## config.mk

```make
export PLATFORM = sky130hd
export DESIGN_NAME = scacc_scale
export DESIGN_NICKNAME = d
export VERILOG_FILES = /design/src/scacc_pkg.sv /design/src/scacc_scale.sv
export SDC_FILE = /design/constraint.sdc
export NUM_CORES = 2
export LEC_CHECK = 0
export BUFFER_PORTS_ARGS = -buffer_cell sky130_fd_sc_hd__buf_2
export CAP_MARGIN = 40
export CORE_ASPECT_RATIO = 1.75
export CORE_MARGIN = 2
export CORE_UTILIZATION = 26
export CTS_CLUSTER_DIAMETER = 200
export DETAILED_ROUTE_END_ITERATION = 7
export PLACE_DENSITY_LB_ADDON = 0.3
export SETUP_SLACK_MARGIN = 0.5
export SLEW_MARGIN = 20
export SYNTH_ARGS = -nofsm -noshare
export SYNTH_HDL_FRONTEND = slang
export SYNTH_SLANG_ARGS = --single-unit
```

## constraint.sdc

```tcl
create_clock -name clock -period 10.2 [get_ports clock]
set_input_delay 2.04 -clock clock [delete_from_list [all_inputs] [get_ports clock]]
set_output_delay 2.04 -clock clock [all_outputs]
set_load 0.01 [all_outputs]
```

## src/scacc_pkg.sv

```systemverilog
// scacc_pkg: shared types and constants for the sparse complex accumulator.
// Used by every module under src; depends on nothing.
package scacc_pkg;

   // fixed field widths of the request and response beats
   localparam int OP_W       = 3;
   localparam int OCC_W      = 16;
   localparam int COEF_W     = 32;
   localparam int CNT_OUT_W  = 7;

   // defaults for the top level parameters
   localparam int CAPACITY_DEF  = 64;
   localparam int SITES_DEF     = 16;
   localparam int FRAC_BITS_DEF = 16;

   // operation codes; unused codes are decoded as a query
   typedef enum logic [OP_W-1:0] {
      OP_ADD   = 3'd0,
      OP_SUB   = 3'd1,
      OP_SCALE = 3'd2,
      OP_QUERY = 3'd3,
      OP_ERASE = 3'd4
   } op_type;

   // controller states
   typedef enum logic [3:0] {
      ST_IDLE,
      ST_SEARCH,
      ST_DISPATCH,
      ST_ACC_RD,
      ST_ACC_WR,
      ST_APPEND,
      ST_SC_RD,
      ST_SC_START,
      ST_SC_WAIT,
      ST_ER_RD,
      ST_ER_WR,
      ST_FIN_RD,
      ST_FIN
   } ctl_state_type;

   // write strobes from the controller to the term store
   typedef struct packed {
      logic key_we;
      logic coef_we;
   } mem_wr_type;

endpackage

```

## src/scacc_scale.sv

```systemverilog
// scacc_scale: complex multiply of one coefficient by the scale factor.
// One shared 32x32 multiplier for the four products, then a registered sum; uses scacc_pkg.
module scacc_scale #(
   parameter int FRAC_BITS = scacc_pkg::FRAC_BITS_DEF
) (
   input  logic                            clock,
   input  logic                            reset,
   input  logic                            start,
   input  logic [2*scacc_pkg::COEF_W-1:0]  coef_in,
   input  logic signed [scacc_pkg::COEF_W-1:0] fac_re,
   input  logic signed [scacc_pkg::COEF_W-1:0] fac_im,
   output logic                            done,
   output logic signed [scacc_pkg::COEF_W-1:0] out_re,
   output logic signed [scacc_pkg::COEF_W-1:0] out_im
);
   import scacc_pkg::*;

   localparam int PW = 2 * COEF_W;
   localparam int SW = PW + 1;
   localparam logic [2:0] STEP_AC   = 3'd0;
   localparam logic [2:0] STEP_BD   = 3'd1;
   localparam logic [2:0] STEP_AD   = 3'd2;
   localparam logic [2:0] STEP_BC   = 3'd3;
   localparam logic [2:0] STEP_SUM  = 3'd4;
   localparam logic [2:0] STEP_DONE = 3'd5;
   localparam logic signed [SW-1:0] POS_LIM = SW'(2147483647);
   localparam logic signed [SW-1:0] NEG_LIM = -SW'(64'sd2147483648);

   logic                     run_ff;
   logic [2:0]               step_ff;
   logic signed [COEF_W-1:0] a_ff, b_ff;
   logic signed [PW-1:0]     ac_ff, bd_ff, ad_ff, bc_ff;
   logic signed [SW-1:0]     re_sum_ff, im_sum_ff;
   logic signed [COEF_W-1:0] mul_x, mul_y;
   logic signed [PW-1:0]     mul_p;
   logic signed [SW-1:0]     re_sh, im_sh;

   function automatic logic signed [COEF_W-1:0] sat_word(input logic signed [SW-1:0] x);
      logic signed [COEF_W-1:0] r;
      if (x > POS_LIM) begin
         r = POS_LIM[COEF_W-1:0];
      end else if (x < NEG_LIM) begin
         r = NEG_LIM[COEF_W-1:0];
      end else begin
         r = x[COEF_W-1:0];
      end
      return r;
   endfunction

   // sequencing: four products, one sum, one output cycle
   always_ff @(posedge clock) begin
      if (reset) begin
         run_ff  <= 1'b0;
         step_ff <= STEP_AC;
      end else if (start) begin
         run_ff  <= 1'b1;
         step_ff <= STEP_AC;
      end else if (run_ff) begin
         if (step_ff == STEP_DONE) begin
            run_ff <= 1'b0;
         end else begin
            step_ff <= step_ff + 3'd1;
         end
      end
   end

   // operand select for the shared multiplier
   always_comb begin
      unique case (step_ff)
         STEP_AC: begin mul_x = a_ff; mul_y = fac_re; end
         STEP_BD: begin mul_x = b_ff; mul_y = fac_im; end
         STEP_AD: begin mul_x = a_ff; mul_y = fac_im; end
         default: begin mul_x = b_ff; mul_y = fac_re; end
      endcase
   end

   assign mul_p = mul_x * mul_y;

   // datapath registers
   always_ff @(posedge clock) begin
      if (start) begin
         a_ff <= coef_in[COEF_W-1:0];
         b_ff <= coef_in[PW-1:COEF_W];
      end
      if (run_ff) begin
         unique case (step_ff)
            STEP_AC:  ac_ff <= mul_p;
            STEP_BD:  bd_ff <= mul_p;
            STEP_AD:  ad_ff <= mul_p;
            STEP_BC:  bc_ff <= mul_p;
            STEP_SUM: begin
               re_sum_ff <= {ac_ff[PW-1], ac_ff} - {bd_ff[PW-1], bd_ff};
               im_sum_ff <= {ad_ff[PW-1], ad_ff} + {bc_ff[PW-1], bc_ff};
            end
            default: ;
         endcase
      end
   end

   // floor shift back to Q format and saturate
   assign re_sh  = re_sum_ff >>> FRAC_BITS;
   assign im_sh  = im_sum_ff >>> FRAC_BITS;
   assign out_re = sat_word(re_sh);
   assign out_im = sat_word(im_sh);
   assign done   = run_ff && (step_ff == STEP_DONE);

endmodule

```

Word level (Yosys, flattened, before mapping):

Index checks and enable logic that the tools add are counted.

* add/sub/neg operators: 3
* $mul: 1
* order comparisons: 4
* equality and inequality tests: 5
* mux-type cells: 9
* bitwise gates (word level): 1
* reduce and logical (&&, ||, !) cells: 11

Operators by type and width (count)
* 2-to-1 mux 32 bit: 6
* > comparator 49 x 32 -> 1 bit, second input constant: 2
* < comparator 49 x 32 -> 1 bit, second input constant: 2
* adder 64 x 64 -> 65 bit: 1
* subtractor 64 x 64 -> 65 bit: 1
* multiplier 32 x 32 -> 64 bit: 1
* AND reduction 2 bit: 6
* equality test 3 x 2 -> 1 bit, second input constant: 2
* equality test 3 bit, second input constant: 2
* OR reduction 2 bit: 3
* adder 3 x 1 -> 3 bit, second input constant: 1
* equality test 3 x 1 -> 1 bit, second input constant: 1
* logical NOT 3 bit: 1
* 2-to-1 mux 1 bit: 3
* logical AND 1 bit: 1
* NOT 1 bit: 1

* register bits: 454
* input bits: 131
* output and inout bits: 65

Logic depth before layout (Yosys ltp):

* depth in word-level cells: 4
* mapped depth: 34
* gate-level depth less buffers: 31

Worst setup path after synthesis:

Ideal clock, no wire load.

* kind: input-to-reg
* start: input fac_re[2] (netlist name)
* end: register ac_ff[62], data pin
* arrival: 10.433 ns
* required time: 10.049 ns
* path slack: -0.385 ns
* cell stages on the path: 26
* buffers on the path: 1
* cells stage by stage: mux2_2 clkbuf_1 nand2_1 inv_1 fa_1 fa_1 fa_1 inv_1 fa_1 inv_1 fa_1 fa_1 inv_1 fa_1 fa_1 inv_1 ha_1 a21o_1 a211o_1 a211o_1 a21oi_1 o31ai_1 a221o_1 a221o_1 or4_1 nand3_1

* cells in the longest elaborated chain, start to end: 2

Ends and longest elaborated chain
* start, declared: RTL line scacc_scale.sv:10 `input logic signed [scacc_pkg::COEF_W-1:0] fac_re,`
* 2-to-1 mux 32 bit: RTL line scacc_scale.sv:69 `unique case (step_ff)`
* multiplier 32 x 32 -> 64 bit: RTL line scacc_scale.sv:77 `assign mul_p = mul_x * mul_y;`
* via mul_p[62]: RTL line scacc_scale.sv:35 `logic signed [PW-1:0] mul_p;`
* end signal, assigned: RTL line scacc_scale.sv:87 `STEP_AC: ac_ff <= mul_p;`
* end, declared: RTL line scacc_scale.sv:32 `logic signed [PW-1:0] ac_ff, bd_ff, ad_ff, bc_ff;`

The timed path passes the listed nets, and every way through them passes these cells.
A chain may end at the register's enable or synchronous reset.

Worst setup path in the final report:

* start: input fac_re[3] (netlist name)
* end: register bc_ff[62], data pin

* cells in the longest elaborated chain, start to end: 2

Ends and longest elaborated chain
* 2-to-1 mux 32 bit: RTL line scacc_scale.sv:69
* multiplier 32 x 32 -> 64 bit: RTL line scacc_scale.sv:77
* via mul_p[62]: RTL line scacc_scale.sv:35
* end signal, assigned: RTL line scacc_scale.sv:90 `STEP_BC: bc_ff <= mul_p;`
* end, declared: RTL line scacc_scale.sv:32

The timed path passes the listed nets, and every way through them passes these cells.

==> metrics.md <==
| Metric | Value |
|---|---|
| Status | finished, final reports clean |
| CP arrival | 9.98 ns |
| Post-placement worst setup slack | -0.2680 ns |
| Delay-heaviest family, CP | adder cells |
| Post-synthesis sequential area ratio | 22.79% |
| Slew @ Worst Pin | 0.9368 ns |
| Root Buffer | clkbuf_16 |
| Synth warn | 0 |
| CORE AREA | 212400 um2 |
| Die W | 353.1 um |
| WHS Path Cells | 2 |
| Post-route DRC | 0 |
| Crit Path Class | in2reg |
| Fillers | 22280 |
| Vias in the first global route | 45170 |
| Largest stage delay, worst path | 0.61 ns |
| Worst-case reg-to-reg path depth | 28 |
| CP dominant cell by count | fa_1 |
| HPWL after DPL | 161100 um |
| Period utilization | 92.84% |
| CTS buffer count | 43 |
| Worst-path maximum fanout | 9 |
| NumNets Final | 7299 |
| Register bit count reported by yosys | 422 |
| Most used flip-flop cell after synthesis | edfxtp_1 |
| Multi-input logic area | 38550 um2 |
| Die Footprint | 217100 um2 |
| Unrepaired setup endpoints after global routing | false |
| Post-DRT Antenna Nets | 0 |
| Post-DR wirelength/cell | 22.36 um |
| Mapped Area | 55440 um2 |
| Total GRT Usage | 17.77% |
| Fin. max-slew vios | 0 |
| Vias | 40350 |
| Final setup vio count | 0 |
| Yosys top cell area share | 39.07% |
| Register Area | 12630 um2 |
| Initial core utilization | 26.09% |
| Minimum clock period after layout | 9.470 ns |
| I/O Pins | 196 |
| Worst Path Required | 10.71 ns |
| Critical-path top delay cell | fa_2 |
| Die height | 614.8 um |
| Commonest cells after routing, fill and taps aside | 1078 x fa_1, 1048 x inv_1, 734 x nor2_1 |
| Via density | 4.672 |
| Top cells by area, synth | fa_1 39%, edfxtp_1 23%, inv_1 7.1%, ha_1 7.1%, nor2_1 5.0% |
| First drt pass iteration count | 6 |
| Most common cell after layout, fill and taps aside | fa_1 |
| GR Overflow Total | 0 |
| Gpl congestion | 0.9585 |
| Mapped Cells | 5416 |
| Largest net degree at the start of global routing | 58 |
| Row count | 224 |
| Mean post-synth cell area | 10.24 um2 |
| Skew final | 0.03973 ns |
| # H-tree levels | 2 |
| Routed WL | 193100 um |
| Clk_lat worst skew | 0.67 ns |
| Worst hold path type | reg2reg |
| Clock Tree Buf Depth | 3 |
| Maximum operating frequency | 105.6 MHz |
| Worst hold margin | 0.5973 ns |
| Number of buffers and inverters on the critical path | 7 |
| Final WS setup | 0.7300 ns |
| Unique masters post-synth | 78 |
| Iter 0 DRT Violations | 2438 |
| Hold buffers post-CTS | 0 |
| Initial antenna violation count | 9 |
| Area growth syn-to-layout | 15.36% |
| CP endpoint kind | flip-flop |
| First-pass GRT wire length | 283200 um |
| Biggest area consumer among synthesized cells | fa_1 |
| Crit. path cell count | 26 |
| Ys async rst share | 0% |
| Syn_nets | 6944 |
| Layout cells sized above 1 | 12.41% |
| CP startpoint kind | input pin |
| Worst-path clk slew | 0.06 ns |
| CTS tree | yes |
| Max-cap violations | 0 |
| Hold Vio Cnt, Final | 0 |
| Num Clock Sinks | 422 |
| IO buf count | 195 |
| Post-synth EDFFs | 418 |
| Slew Limit Headroom | 35.93% |
## path summary, 6_finish.rpt
| path | start | end | slack (ns) |
|---|---|---|---|
| worst max-delay path | fac_re[3] | bc_ff[62] | 0.73 |
| worst min-delay path | step_ff[0] | step_ff[0] | 0.60 |
| worst max register to register | step_ff[0] | bc_ff[62] | 0.79 |
| worst min register to register | step_ff[0] | step_ff[0] | 0.60 |
## cell usage after synthesis, types with 28 or more instances
cell type  instances
nand2_1          579
a21o_1            88
mux2i_1           60
ha_1             315
inv_1           1052
nor2_1           736
mux2_2            57
o21ai_0           79
fa_1            1082
clkbuf_1         171
xnor2_1          111
nand4_1           40
nand3_1           45
edfxtp_1         418
xor2_1            52
a21oi_1          165
o21bai_1          28
## per-stage QoR
stage          instance area (um2)  setup TNS (ns)  instances  util, %
4_1_cts                      63690               0       8621    29.98
2_1_floorplan                55500               0       5416        -
5_1_grt                      63940               0       8633    30.10
6_report                     63950               0       8636    30.10
3_3_place_gp                 62070         -0.1891       8538    29.22
3_5_place_dp                 62170          -6.229       8543    29.26
## registers in the layout, summed over array words and instances, names as in the netlist
signal     count
re_sum_ff     49
b_ff          32
a_ff          32
ad_ff         64
bd_ff         64
run_ff         1
im_sum_ff     49
step_ff        3
ac_ff         64
bc_ff         64
## cells by family after synthesis
kind of cell	Yosys count	synth area share [%]
buffers and inverters	1248	8.464
XOR/XNOR	163	2.575
AND/OR/NAND/NOR	1557	11.62
AO/OA/AOI/OAI	512	6.132
multiplexers	117	2.241
flip-flops	422	22.79
adder cells (fa/ha/maj)	1397	46.18
## tightest hold or removal path: stages (launching register included)
cell and delay [ns]:
dfxtp_1 0.34, xnor2_1 0.17, nor3_1 0.04
## routing by layer
layer	wire length [um]	share of wire, %	track usage (%)	vias to the layer above
li1	-	-	-	17630
met1	62110	32	16.99	20800
met2	104200	54	34.19	1299
met3	8955	4.6	2.168	619
met4	17860	9.2	13.50	4
met5	24	0.012	0	-
## layout make-up
type                    instances  share of cell area, %
clock buffers                  50                  1.724
diodes                          8                0.03131
repair buffers                506                  5.964
clock inverters                27                 0.5361
flip-flops and latches        422                  19.75
inverters                    1052                  6.181
well taps                    2825                  5.527
multi-input cells            3746                  60.28
## timing repair
item,4_1_cts,5_1_grt
setup endpoints to repair,28,80
gates cloned,0,2
buffers inserted,1,5
pin swaps,0,9
resized for setup,13,31
Power is not shown: default switching activity piles up to over one toggle a cycle in this logic, so the estimate is an artifact.
