--- src/scacc_pkg.sv ---
// scacc_pkg: shared types and constants for the sparse complex accumulator.
// Used by every module under src; depends on nothing.
package scacc_pkg;

   // fixed field widths of the request and response beats
   localparam int OP_W       = 3;
   localparam int OCC_W      = 16;
   localparam int COEF_W     = 32;
   localparam int CNT_OUT_W  = 7;

   // defaults for the top level parameters
   localparam int CAPACITY_DEF  = 64;
   localparam int SITES_DEF     = 16;
   localparam int FRAC_BITS_DEF = 16;

   // operation codes; unused codes are decoded as a query
   typedef enum logic [OP_W-1:0] {
      OP_ADD   = 3'd0,
      OP_SUB   = 3'd1,
      OP_SCALE = 3'd2,
      OP_QUERY = 3'd3,
      OP_ERASE = 3'd4
   } op_type;

   // controller states
   typedef enum logic [3:0] {
      ST_IDLE,
      ST_SEARCH,
      ST_DISPATCH,
      ST_ACC_RD,
      ST_ACC_WR,
      ST_APPEND,
      ST_SC_RD,
      ST_SC_START,
      ST_SC_WAIT,
      ST_ER_RD,
      ST_ER_WR,
      ST_FIN_RD,
      ST_FIN
   } ctl_state_type;

   // write strobes from the controller to the term store
   typedef struct packed {
      logic key_we;
      logic coef_we;
   } mem_wr_type;

endpackage

--- src/scacc_ctrl.sv ---
// scacc_ctrl: sequencer of the accumulator: key search, accumulate, append,
// scale walk, compaction and result read. Drives scacc_store and scacc_scale; uses scacc_pkg.
module scacc_ctrl #(
   parameter int CAPACITY = scacc_pkg::CAPACITY_DEF,
   parameter int KEY_W    = scacc_pkg::OCC_W,
   localparam int AW      = $clog2(CAPACITY),
   localparam int CNT_W   = $clog2(CAPACITY + 1)
) (
   input  logic                                  clock,
   input  logic                                  reset,
   input  logic                                  start,
   output logic                                  busy,
   input  logic [scacc_pkg::OP_W-1:0]            req_operation,
   input  logic [scacc_pkg::OCC_W-1:0]           req_occupation,
   input  logic signed [scacc_pkg::COEF_W-1:0]   req_coef_re,
   input  logic signed [scacc_pkg::COEF_W-1:0]   req_coef_im,
   output logic                                  rsp_valid,
   output logic signed [scacc_pkg::COEF_W-1:0]   rsp_result_re,
   output logic signed [scacc_pkg::COEF_W-1:0]   rsp_result_im,
   output logic                                  rsp_key_found,
   output logic                                  rsp_table_full,
   output logic [scacc_pkg::CNT_OUT_W-1:0]       rsp_entry_count,
   output logic [AW-1:0]                         rd_addr,
   output logic [AW-1:0]                         wr_addr,
   output scacc_pkg::mem_wr_type                 mem_wr,
   output logic [KEY_W-1:0]                      wr_key,
   output logic [2*scacc_pkg::COEF_W-1:0]        wr_coef,
   input  logic [KEY_W-1:0]                      rd_key,
   input  logic [2*scacc_pkg::COEF_W-1:0]        rd_coef,
   output logic                                  scl_start,
   input  logic                                  scl_done,
   input  logic signed [scacc_pkg::COEF_W-1:0]   scl_re,
   input  logic signed [scacc_pkg::COEF_W-1:0]   scl_im,
   output logic signed [scacc_pkg::COEF_W-1:0]   fac_re,
   output logic signed [scacc_pkg::COEF_W-1:0]   fac_im
);
   import scacc_pkg::*;

   localparam logic [CNT_W-1:0] CAP_CNT = CNT_W'(CAPACITY);
   localparam logic [CNT_W-1:0] ONE_CNT = CNT_W'(1);
   localparam logic signed [COEF_W-1:0] S_MAX = {1'b0, {(COEF_W-1){1'b1}}};
   localparam logic signed [COEF_W-1:0] S_MIN = {1'b1, {(COEF_W-1){1'b0}}};

   ctl_state_type            state_ff, state_in;
   op_type                   op_ff, op_in;
   logic [KEY_W-1:0]         key_ff, key_in;
   logic signed [COEF_W-1:0] cre_ff, cre_in, cim_ff, cim_in;
   logic [CNT_W-1:0]         count_ff, count_in;
   logic [CNT_W-1:0]         scan_ff, scan_in;
   logic [CNT_W-1:0]         wrj_ff, wrj_in;
   logic                     pend_ff, pend_in;
   logic [AW-1:0]            pidx_ff, pidx_in;
   logic                     found_ff, found_in;
   logic [AW-1:0]            idx_ff, idx_in;
   logic                     res_ok_ff, res_ok_in;
   logic [AW-1:0]            res_idx_ff, res_idx_in;
   logic                     full_ff, full_in;
   logic                     issue;
   logic                     is_sub;
   logic signed [COEF_W-1:0] rd_re, rd_im;

   function automatic op_type decode_op(input logic [OP_W-1:0] code);
      op_type r;
      unique case (code)
         OP_ADD:   r = OP_ADD;
         OP_SUB:   r = OP_SUB;
         OP_SCALE: r = OP_SCALE;
         OP_ERASE: r = OP_ERASE;
         default:  r = OP_QUERY;
      endcase
      return r;
   endfunction

   // saturating add or subtract of two coefficient parts
   function automatic logic signed [COEF_W-1:0] sat_add(
      input logic signed [COEF_W-1:0] x,
      input logic signed [COEF_W-1:0] y,
      input logic                     sub
   );
      logic [COEF_W:0]          s;
      logic signed [COEF_W-1:0] r;
      s = sub ? ({x[COEF_W-1], x} - {y[COEF_W-1], y})
              : ({x[COEF_W-1], x} + {y[COEF_W-1], y});
      if (s[COEF_W] != s[COEF_W-1]) begin
         r = s[COEF_W] ? S_MIN : S_MAX;
      end else begin
         r = s[COEF_W-1:0];
      end
      return r;
   endfunction

   assign issue  = scan_ff < count_ff;
   assign is_sub = op_ff == OP_SUB;
   assign rd_re  = rd_coef[COEF_W-1:0];
   assign rd_im  = rd_coef[2*COEF_W-1:COEF_W];

   // control registers
   always_ff @(posedge clock) begin
      if (reset) begin
         state_ff <= ST_IDLE;
         count_ff <= '0;
         pend_ff  <= 1'b0;
      end else begin
         state_ff <= state_in;
         count_ff <= count_in;
         pend_ff  <= pend_in;
      end
   end

   // operation and walk registers
   always_ff @(posedge clock) begin
      op_ff      <= op_in;
      key_ff     <= key_in;
      cre_ff     <= cre_in;
      cim_ff     <= cim_in;
      scan_ff    <= scan_in;
      wrj_ff     <= wrj_in;
      pidx_ff    <= pidx_in;
      found_ff   <= found_in;
      idx_ff     <= idx_in;
      res_ok_ff  <= res_ok_in;
      res_idx_ff <= res_idx_in;
      full_ff    <= full_in;
   end

   // next state and memory commands
   always_comb begin
      state_in   = state_ff;
      op_in      = op_ff;
      key_in     = key_ff;
      cre_in     = cre_ff;
      cim_in     = cim_ff;
      count_in   = count_ff;
      scan_in    = scan_ff;
      wrj_in     = wrj_ff;
      pend_in    = pend_ff;
      pidx_in    = pidx_ff;
      found_in   = found_ff;
      idx_in     = idx_ff;
      res_ok_in  = res_ok_ff;
      res_idx_in = res_idx_ff;
      full_in    = full_ff;
      rd_addr    = scan_ff[AW-1:0];
      wr_addr    = scan_ff[AW-1:0];
      mem_wr     = '0;
      wr_key     = key_ff;
      wr_coef    = rd_coef;
      scl_start  = 1'b0;

      unique case (state_ff)
         ST_IDLE: begin
            if (start) begin
               op_in     = decode_op(req_operation);
               key_in    = req_occupation[KEY_W-1:0];
               cre_in    = req_coef_re;
               cim_in    = req_coef_im;
               scan_in   = '0;
               pend_in   = 1'b0;
               full_in   = 1'b0;
               res_ok_in = 1'b0;
               state_in  = ST_SEARCH;
            end
         end

         // one key read per cycle, compared in the following cycle
         ST_SEARCH: begin
            pend_in = issue;
            pidx_in = scan_ff[AW-1:0];
            scan_in = issue ? scan_ff + ONE_CNT : scan_ff;
            if (pend_ff && (rd_key == key_ff)) begin
               found_in = 1'b1;
               idx_in   = pidx_ff;
               pend_in  = 1'b0;
               state_in = ST_DISPATCH;
            end else if (!pend_ff && !issue) begin
               found_in = 1'b0;
               idx_in   = '0;
               state_in = ST_DISPATCH;
            end
         end

         ST_DISPATCH: begin
            res_ok_in  = found_ff;
            res_idx_in = idx_ff;
            scan_in    = '0;
            wrj_in     = '0;
            unique case (op_ff)
               OP_ADD, OP_SUB: begin
                  if ((cre_ff == '0) && (cim_ff == '0)) begin
                     state_in = ST_FIN_RD;
                  end else if (found_ff) begin
                     state_in = ST_ACC_RD;
                  end else if (count_ff == CAP_CNT) begin
                     full_in  = 1'b1;
                     state_in = ST_FIN_RD;
                  end else begin
                     state_in = ST_APPEND;
                  end
               end
               OP_SCALE: state_in = ST_SC_RD;
               OP_ERASE: begin
                  res_ok_in = 1'b0;
                  state_in  = ST_ER_RD;
               end
               default: state_in = ST_FIN_RD;
            endcase
         end

         ST_ACC_RD: begin
            rd_addr  = idx_ff;
            state_in = ST_ACC_WR;
         end

         ST_ACC_WR: begin
            wr_addr        = idx_ff;
            mem_wr.coef_we = 1'b1;
            wr_coef        = {sat_add(rd_im, cim_ff, is_sub), sat_add(rd_re, cre_ff, is_sub)};
            state_in       = ST_FIN_RD;
         end

         // new entry at the tail, negated for subtract
         ST_APPEND: begin
            wr_addr        = count_ff[AW-1:0];
            mem_wr.key_we  = 1'b1;
            mem_wr.coef_we = 1'b1;
            wr_coef        = is_sub ? {sat_add('0, cim_ff, 1'b1), sat_add('0, cre_ff, 1'b1)}
                                    : {cim_ff, cre_ff};
            count_in       = count_ff + ONE_CNT;
            res_ok_in      = 1'b1;
            res_idx_in     = count_ff[AW-1:0];
            state_in       = ST_FIN_RD;
         end

         // scale walk: read, multiply, write back
         ST_SC_RD: begin
            state_in = issue ? ST_SC_START : ST_FIN_RD;
         end

         ST_SC_START: begin
            scl_start = 1'b1;
            state_in  = ST_SC_WAIT;
         end

         ST_SC_WAIT: begin
            if (scl_done) begin
               mem_wr.coef_we = 1'b1;
               wr_coef        = {scl_im, scl_re};
               scan_in        = scan_ff + ONE_CNT;
               state_in       = ST_SC_RD;
            end
         end

         // compaction: read entry, copy down when nonzero
         ST_ER_RD: begin
            if (issue) begin
               state_in = ST_ER_WR;
            end else begin
               count_in = wrj_ff;
               state_in = ST_FIN_RD;
            end
         end

         ST_ER_WR: begin
            if (rd_coef != '0) begin
               wr_addr        = wrj_ff[AW-1:0];
               mem_wr.key_we  = 1'b1;
               mem_wr.coef_we = 1'b1;
               wr_key         = rd_key;
               wrj_in         = wrj_ff + ONE_CNT;
               if (found_ff && (scan_ff[AW-1:0] == idx_ff)) begin
                  res_ok_in  = 1'b1;
                  res_idx_in = wrj_ff[AW-1:0];
               end
            end
            scan_in  = scan_ff + ONE_CNT;
            state_in = ST_ER_RD;
         end

         ST_FIN_RD: begin
            rd_addr  = res_idx_ff;
            state_in = ST_FIN;
         end

         ST_FIN: begin
            state_in = ST_IDLE;
         end

         default: state_in = ST_IDLE;
      endcase
   end

   // response beat
   assign busy            = state_ff != ST_IDLE;
   assign rsp_valid       = state_ff == ST_FIN;
   assign rsp_result_re   = res_ok_ff ? rd_re : '0;
   assign rsp_result_im   = res_ok_ff ? rd_im : '0;
   assign rsp_key_found   = found_ff;
   assign rsp_table_full  = full_ff;
   assign rsp_entry_count = CNT_OUT_W'(count_ff);
   assign fac_re          = cre_ff;
   assign fac_im          = cim_ff;

endmodule

--- config.mk ---
export PLATFORM = sky130hd
export DESIGN_NAME = scacc_ctrl
export DESIGN_NICKNAME = d
export VERILOG_FILES = /design/src/scacc_pkg.sv /design/src/scacc_ctrl.sv
export SDC_FILE = /design/constraint.sdc
export NUM_CORES = 1
export LEC_CHECK = 0
export BUFFER_PORTS_ARGS = -buffer_cell sky130_fd_sc_hd__buf_2
export CELL_PAD_IN_SITES_DETAIL_PLACEMENT = 0
export CELL_PAD_IN_SITES_GLOBAL_PLACEMENT = 1
export CORE_MARGIN = 2
export CORE_UTILIZATION = 41
export DETAILED_ROUTE_END_ITERATION = 6
export MAX_ROUTING_LAYER = met4
export PLACE_DENSITY_LB_ADDON = 0.1
export SYNTH_ARGS = -nofsm -noshare
export SYNTH_HDL_FRONTEND = slang
export SYNTH_SLANG_ARGS = --single-unit
--- constraint.sdc ---
create_clock -name clock -period 10.4 [get_ports clock]
set_input_delay 2.08 -clock clock [delete_from_list [all_inputs] [get_ports clock]]
set_output_delay 2.08 -clock clock [all_outputs]
set_load 0.05 [all_outputs]
Word-level counts from Yosys, hierarchy flattened --
Index checks and enable logic that the tools add are counted.
Storage, ports and cells: flip-flop bits (word level) 130, bits of input ports 231, output and inout bits 234, word-level logic and storage cells 157
Operators by class: add/sub/neg operators 9, $lt $le $gt $ge 1, equality and inequality tests 36, muxes and demuxes 63, reductions and logical operators 33
Operators with widths (count):
- $mux W32 | 10
- $pmux W64 S3 | 1
- $mux W64 | 2
- $add A32 B32 Y33 | 2
- $mux W33 | 2
- $sub A1 B32 Y33 const A | 2
- $sub A32 B32 Y33 | 2
- $logic_not A32 Y1 | 2
- $reduce_bool A64 Y1 | 1
- $pmux W4 S11 | 1
- $pmux W6 S3 | 2
- $mux W7 | 5
- $pmux W7 S5 | 1
- $mux W16 | 2
- $mux W4 | 8
- $mux W6 | 5
- $pmux W7 S2 | 2
- $add A7 B1 Y7 const B | 3
- $eq A4 B4 Y1 const B | 5
- $ne A2 B2 Y1 const B | 10
- $eq A16 B16 Y1 | 1
- $eq A4 B3 Y1 const B | 4
- $mux W1 | 13
- $pmux W3 S4 | 1
- other kinds (29) | 55

Longest topological paths before layout --
depth after elaboration 6, mapped depth 26, mapped depth without buffers 23

Least setup slack after synthesis --
OpenSTA, ideal clock, no wires.
path type register to output, from register cre_ff[1], in the netlist fac_re[1], to output port wr_coef[8] (netlist name), arrival 6384 ps, required time 8320 ps, path slack 1936 ps, stages on the path, launching flop included 26, path buffers 3, path through edfxtp_1 inv_1 ha_1 or3b_2 clkbuf_1 nor4_1 nor3b_1 nor2_1 xnor2_1 ha_1 clkbuf_1 a21o_1 a21o_1 a21oi_1 o21a_1 o31ai_1 o41ai_2 o31a_1 o211ai_1 a21oi_1 xnor2_1 ha_1 a21oi_1 buf_2 o21ai_0 a31oi_1
Between the ends: word-level cells in the longest chain between the ends 5, elaborated cells on any way between the ends 12, those cells by class add/sub (3); eq/ne (2); mux (7)
RTL lines:
- start, declared | RTL line scacc_ctrl.sv:47 | logic signed [COEF_W-1:0] cre_ff, cre_in, cim_ff, cim_in;
- start signal, assigned | RTL line scacc_ctrl.sv:114 | cre_ff <= cre_in;
- $sub A1 B32 Y33 (tied with other cells) | RTL line scacc_ctrl.sv:82 | s = sub ? ({x[COEF_W-1], x} - {y[COEF_W-1], y})
- $mux W32 (tied with other cells) | RTL line scacc_ctrl.sv:85 | r = s[COEF_W] ? S_MIN : S_MAX;
- $mux W32 (tied with other cells) | RTL line scacc_ctrl.sv:84 | if (s[COEF_W] != s[COEF_W-1]) begin
- $mux W64 / $mux W32 (equally long branches) | RTL line scacc_ctrl.sv:226, scacc_ctrl.sv:84
- $pmux W64 S3 (*) | RTL line scacc_ctrl.sv:150 | unique case (state_ff)
- end, declared | RTL line scacc_ctrl.sv:27 | output logic [2*scacc_pkg::COEF_W-1:0] wr_coef,
Mark *: on every way between the ends. The rest lies on a longest branch, timed or not.

Worst setup path in the final report --
from register cre_ff[0], in the netlist fac_re[0], to output port wr_coef[0] (netlist name)
The elaborated chain is that of the path after synthesis.

==> metrics.md <==
| Metric | Value |
|---|---|
| Root Buffer Master | clkbuf_16 |
| Fin Setup TNS | 0 ps |
| Synth-to-Final Area Change | 23.38% |
| Leakage | 7.655 nW |
| Post-route clock skew | 16.89 ps |
| Cell row count | 68 |
| Total global routing track utilization | 35.17% |
| Die ar. | 36560 sq um |
| Area of the multi-input gates | 10040 sq um |
| Worst VDD drop | 0.2234 mV |
| Tcrit/Tclk final | 91.49% |
| R2R Path End | state_ff[3] |
| Grt peak-use layer | met2 |
| Largest net degree at the start of global routing | 65 |
| Ports | 465 |
| Initial Util | 41.59% |
| WHS | 471.4 ps |
| Initial antenna violation count | 5 |
| Final ANT Viol Nets | 0 |
| P per Cell Area | 301.6 nW/um^2 |
| Routed WL | 64.47 mm |
| Post-layout power | 5.346 mW |
| CP Capture Type | primary output |
| GR Util met2 | 55.69% |
| Cell taking the most area after synthesis | edfxtp_1 |
| Met1 Usage GRT | 44.92% |
| DR pass1 iterations | 6 |
| FMAX | 105.1 MHz |
| Post-DR vias/cell | 6.011 |
| Gpl congestion | 0.9713 |
| First-pass GRT wire length | 93.80 mm |
| Final nets | 2573 |
| FF+latch area | 3784 sq um |
| Worst hold start | pend_ff |
| Met3 usage in global routing | 6.205% |
| Die X | 191.2 um |
| Cts hold-fix bufs | 0 |
| Largest family of logic cells by synthesized area | simple AND/OR/NAND/NOR gates |
| Clk slew on worst S/H paths | 70 ps |
| Outcome | complete, no violations |
| Xor/xnor share of the synthesized area | 9.414% |
| Mapped Cells | 1860 |
| Max stage delay on crit path | 600 ps |
| Clock sink count | 130 |
| Initial DRC count | 1573 |
| Clock buffer depth | 2 |
| Switching Share | 57.68% |
| Largest cells by area after synthesis | edfxtp_1, ha_1, a21oi_1 |
| Finished Cell Area | 17730 sq um |
| Hold Path End | pend_ff |
| CP top delay family | simple AND/OR/NAND/NOR gates |
| Syn Area/Cell | 7.724 sq um |
| Tmin final | 9515 ps |
| Number of port buffers | 464 |
| Average wire per standard cell | 23.58 um |
| Complex-gate fraction of the synthesized area | 24.26% |
| CP bufs+invs | 3 |
| Hold depth | 2 |
| DRC | 0 |
| Final setup viols | 0 |
| Yosys reg bits | 130 |
| H-Tree Depth | 4 |
| Slew @ Worst Pin | 1183 ps |
| Max-slew violations | 0 |
| Post-synthesis mux area share | 3.971% |
| Vias in the first global route | 15120 |
| Clock Power Share | 12.2% |
| Vias | 16430 |
| CTS tree | built |
| Post-Syn Area | 14370 sq um |
| Yosys cell types | 80 |
| Critical R2R Launch | fac_re[0] |
| Setup Crit Path Kind | reg -> out |
| MaxCap Viol Count | 0 |
| Crit path DAT | 7440 ps |
| Setup bufs post-CTS | 0 |
| Number of flops mapped to enable cells by yosys | 118 |
| Die height | 191.2 um |
| Comb power frac | 68.6% |
| Synth warn | 0 |
| Critical path launch point type | flip-flop |
| Clk_lat worst skew | 450 ps |
| Slew HR | 21.08% |
| Critical path's slowest cell | or3b_2 |
| Hpwl dp | 49.25 mm |
| Post-layout util | 51.32% |
| Post-Synth Simple-Gate Area | 24.67% |
| Ys flop type | edfxtp_1 |
| CP required | 8320 ps |
| RSZ-0062 raised after global routing | false |
| Congestion Overflow GR | 0 |
| Reg2Reg Depth | 11 |
| Adder-Cell Fraction of Synth Area | 7.211% |
| Hold Fails Final Rpt | 0 |
| Area post-placement | 17110 sq um |
| Flop2flop setup slack | 6490 ps |
| Share of cells above drive strength 1 | 25.41% |
| Most numerous cell in the Yosys netlist | nor2_1 |
| Fill cells | 3488 |
| Cell-internal power | 2.263 mW |
| Seq pwr share | 19.2% |
| Sequential element share of the synthesized area | 26.33% |
| Post-CTS resize count | 0 |
| Synth cell count leaders | nor2_1, a21oi_1, o21ai_0, nand2_1, edfxtp_1 |
| Worst-path maximum fanout | 19 |
| Syn Nets | 2171 |
| TritonCTS Buffers | 17 |
| Synth async-reset ratio | 0% |
| Area share of the largest cell type after synthesis | 24.66% |
| Switching pwr | 3.084 mW |
| Core area | 34540 sq um |
| HP Class | reg -> reg |
## sequential cells by signal, indices dropped and copies added, names as in the netlist, 3 cells and up
name,cells
fac_im,32
fac_re,32
key_ff,16
rsp_entry_count,7
scan_ff,7
wrj_ff,7
idx_ff,6
pidx_ff,6
res_idx_ff,6
state_ff,4
op_ff,3
## how the worst max path moves through the flow
| stage | startpoint | cells after the start | endpoint | slack, ps |
|---|---|---|---|---|
| floorplan | fac_re[1] | 25 | wr_coef[8] | 1940 |
| global placement | fac_re[0] | 25 | wr_coef[1] | 1630 |
| detailed placement | fac_re[0] | 25 | wr_coef[0] | 1610 |
| CTS | fac_re[0] | 25 | wr_coef[0] | 1090 |
| global route | fac_re[0] | 25 | wr_coef[1] | 560 |
| finish | fac_re[0] | 25 | wr_coef[0] | 880 |
## worst register-to-register path: cells and delay by family (launching register included)
kind	cells	cell delay, ps
adders and majority gates	1	280
DFF	1	580
AOI/OAI and AO/OA	5	740
buffers and inverters	1	120
and+or+nand+nor	4	2130
## through the flow
stage	std cells	worst slack [ps]
3_3_place_gp	2698	1630
6_report	2734	884.8
2_1_floorplan	1860	1936
3_5_place_dp	2698	1605
4_1_cts	2730	1087
5_1_grt	2734	559.8
## cells in the final DEF, fill, tap and decap left out, drive strengths merged, types with 16 or more instances in the layout
master / n
nor3: 36
xor2: 57
mux2i: 33
nand2: 147
nand3: 65
xnor2: 94
and2: 75
mux2: 21
nor2: 200
or3: 18
o21a: 16
o21ai: 171
inv: 51
ha: 78
clkbuf: 19
a21oi: 186
a31oi: 41
nor4: 42
nand4: 49
edfxtp: 118
buf: 491
nor2b: 16
a21o: 42
nand2b: 18
## power by group through the flow
stage,logic [mW],clock network (mW),registers (mW)
final,3.67,0.651,1.03
after global routing,3.92,0.673,1.05
after CTS,3.64,0.659,1.02
after detailed placement,3.62,0,1.03
after global placement,3.62,0,1.03
after floorplan,2.54,0,1.15
## logic make-up after synthesis
kind of cell | after synthesis
simple gates | 711
compound gates | 577
buf+inv | 154
xor+xnor | 152
flops | 130
fa+ha+maj | 82
mux | 54
## final cells by class
| class | count | share of cell area, % |
|---|---|---|
| diodes | 4 | 0.05647 |
| flip-flops and latches | 130 | 21.34 |
| multi-input cells | 1576 | 56.66 |
| inverters | 46 | 0.9881 |
| clock buffers | 19 | 2.442 |
| clock inverters | 13 | 0.9811 |
| repair buffers | 491 | 14.31 |
| well taps | 455 | 3.211 |
## layer usage
metal / vias to the layer above / wire [um]
met5: - / 0
met4: 0 / 2119
met3: 112 / 5604
met2: 845 / 29910
met1: 7807 / 26840
li1: 7670 / -
Power figures use the tool's default switching activity.
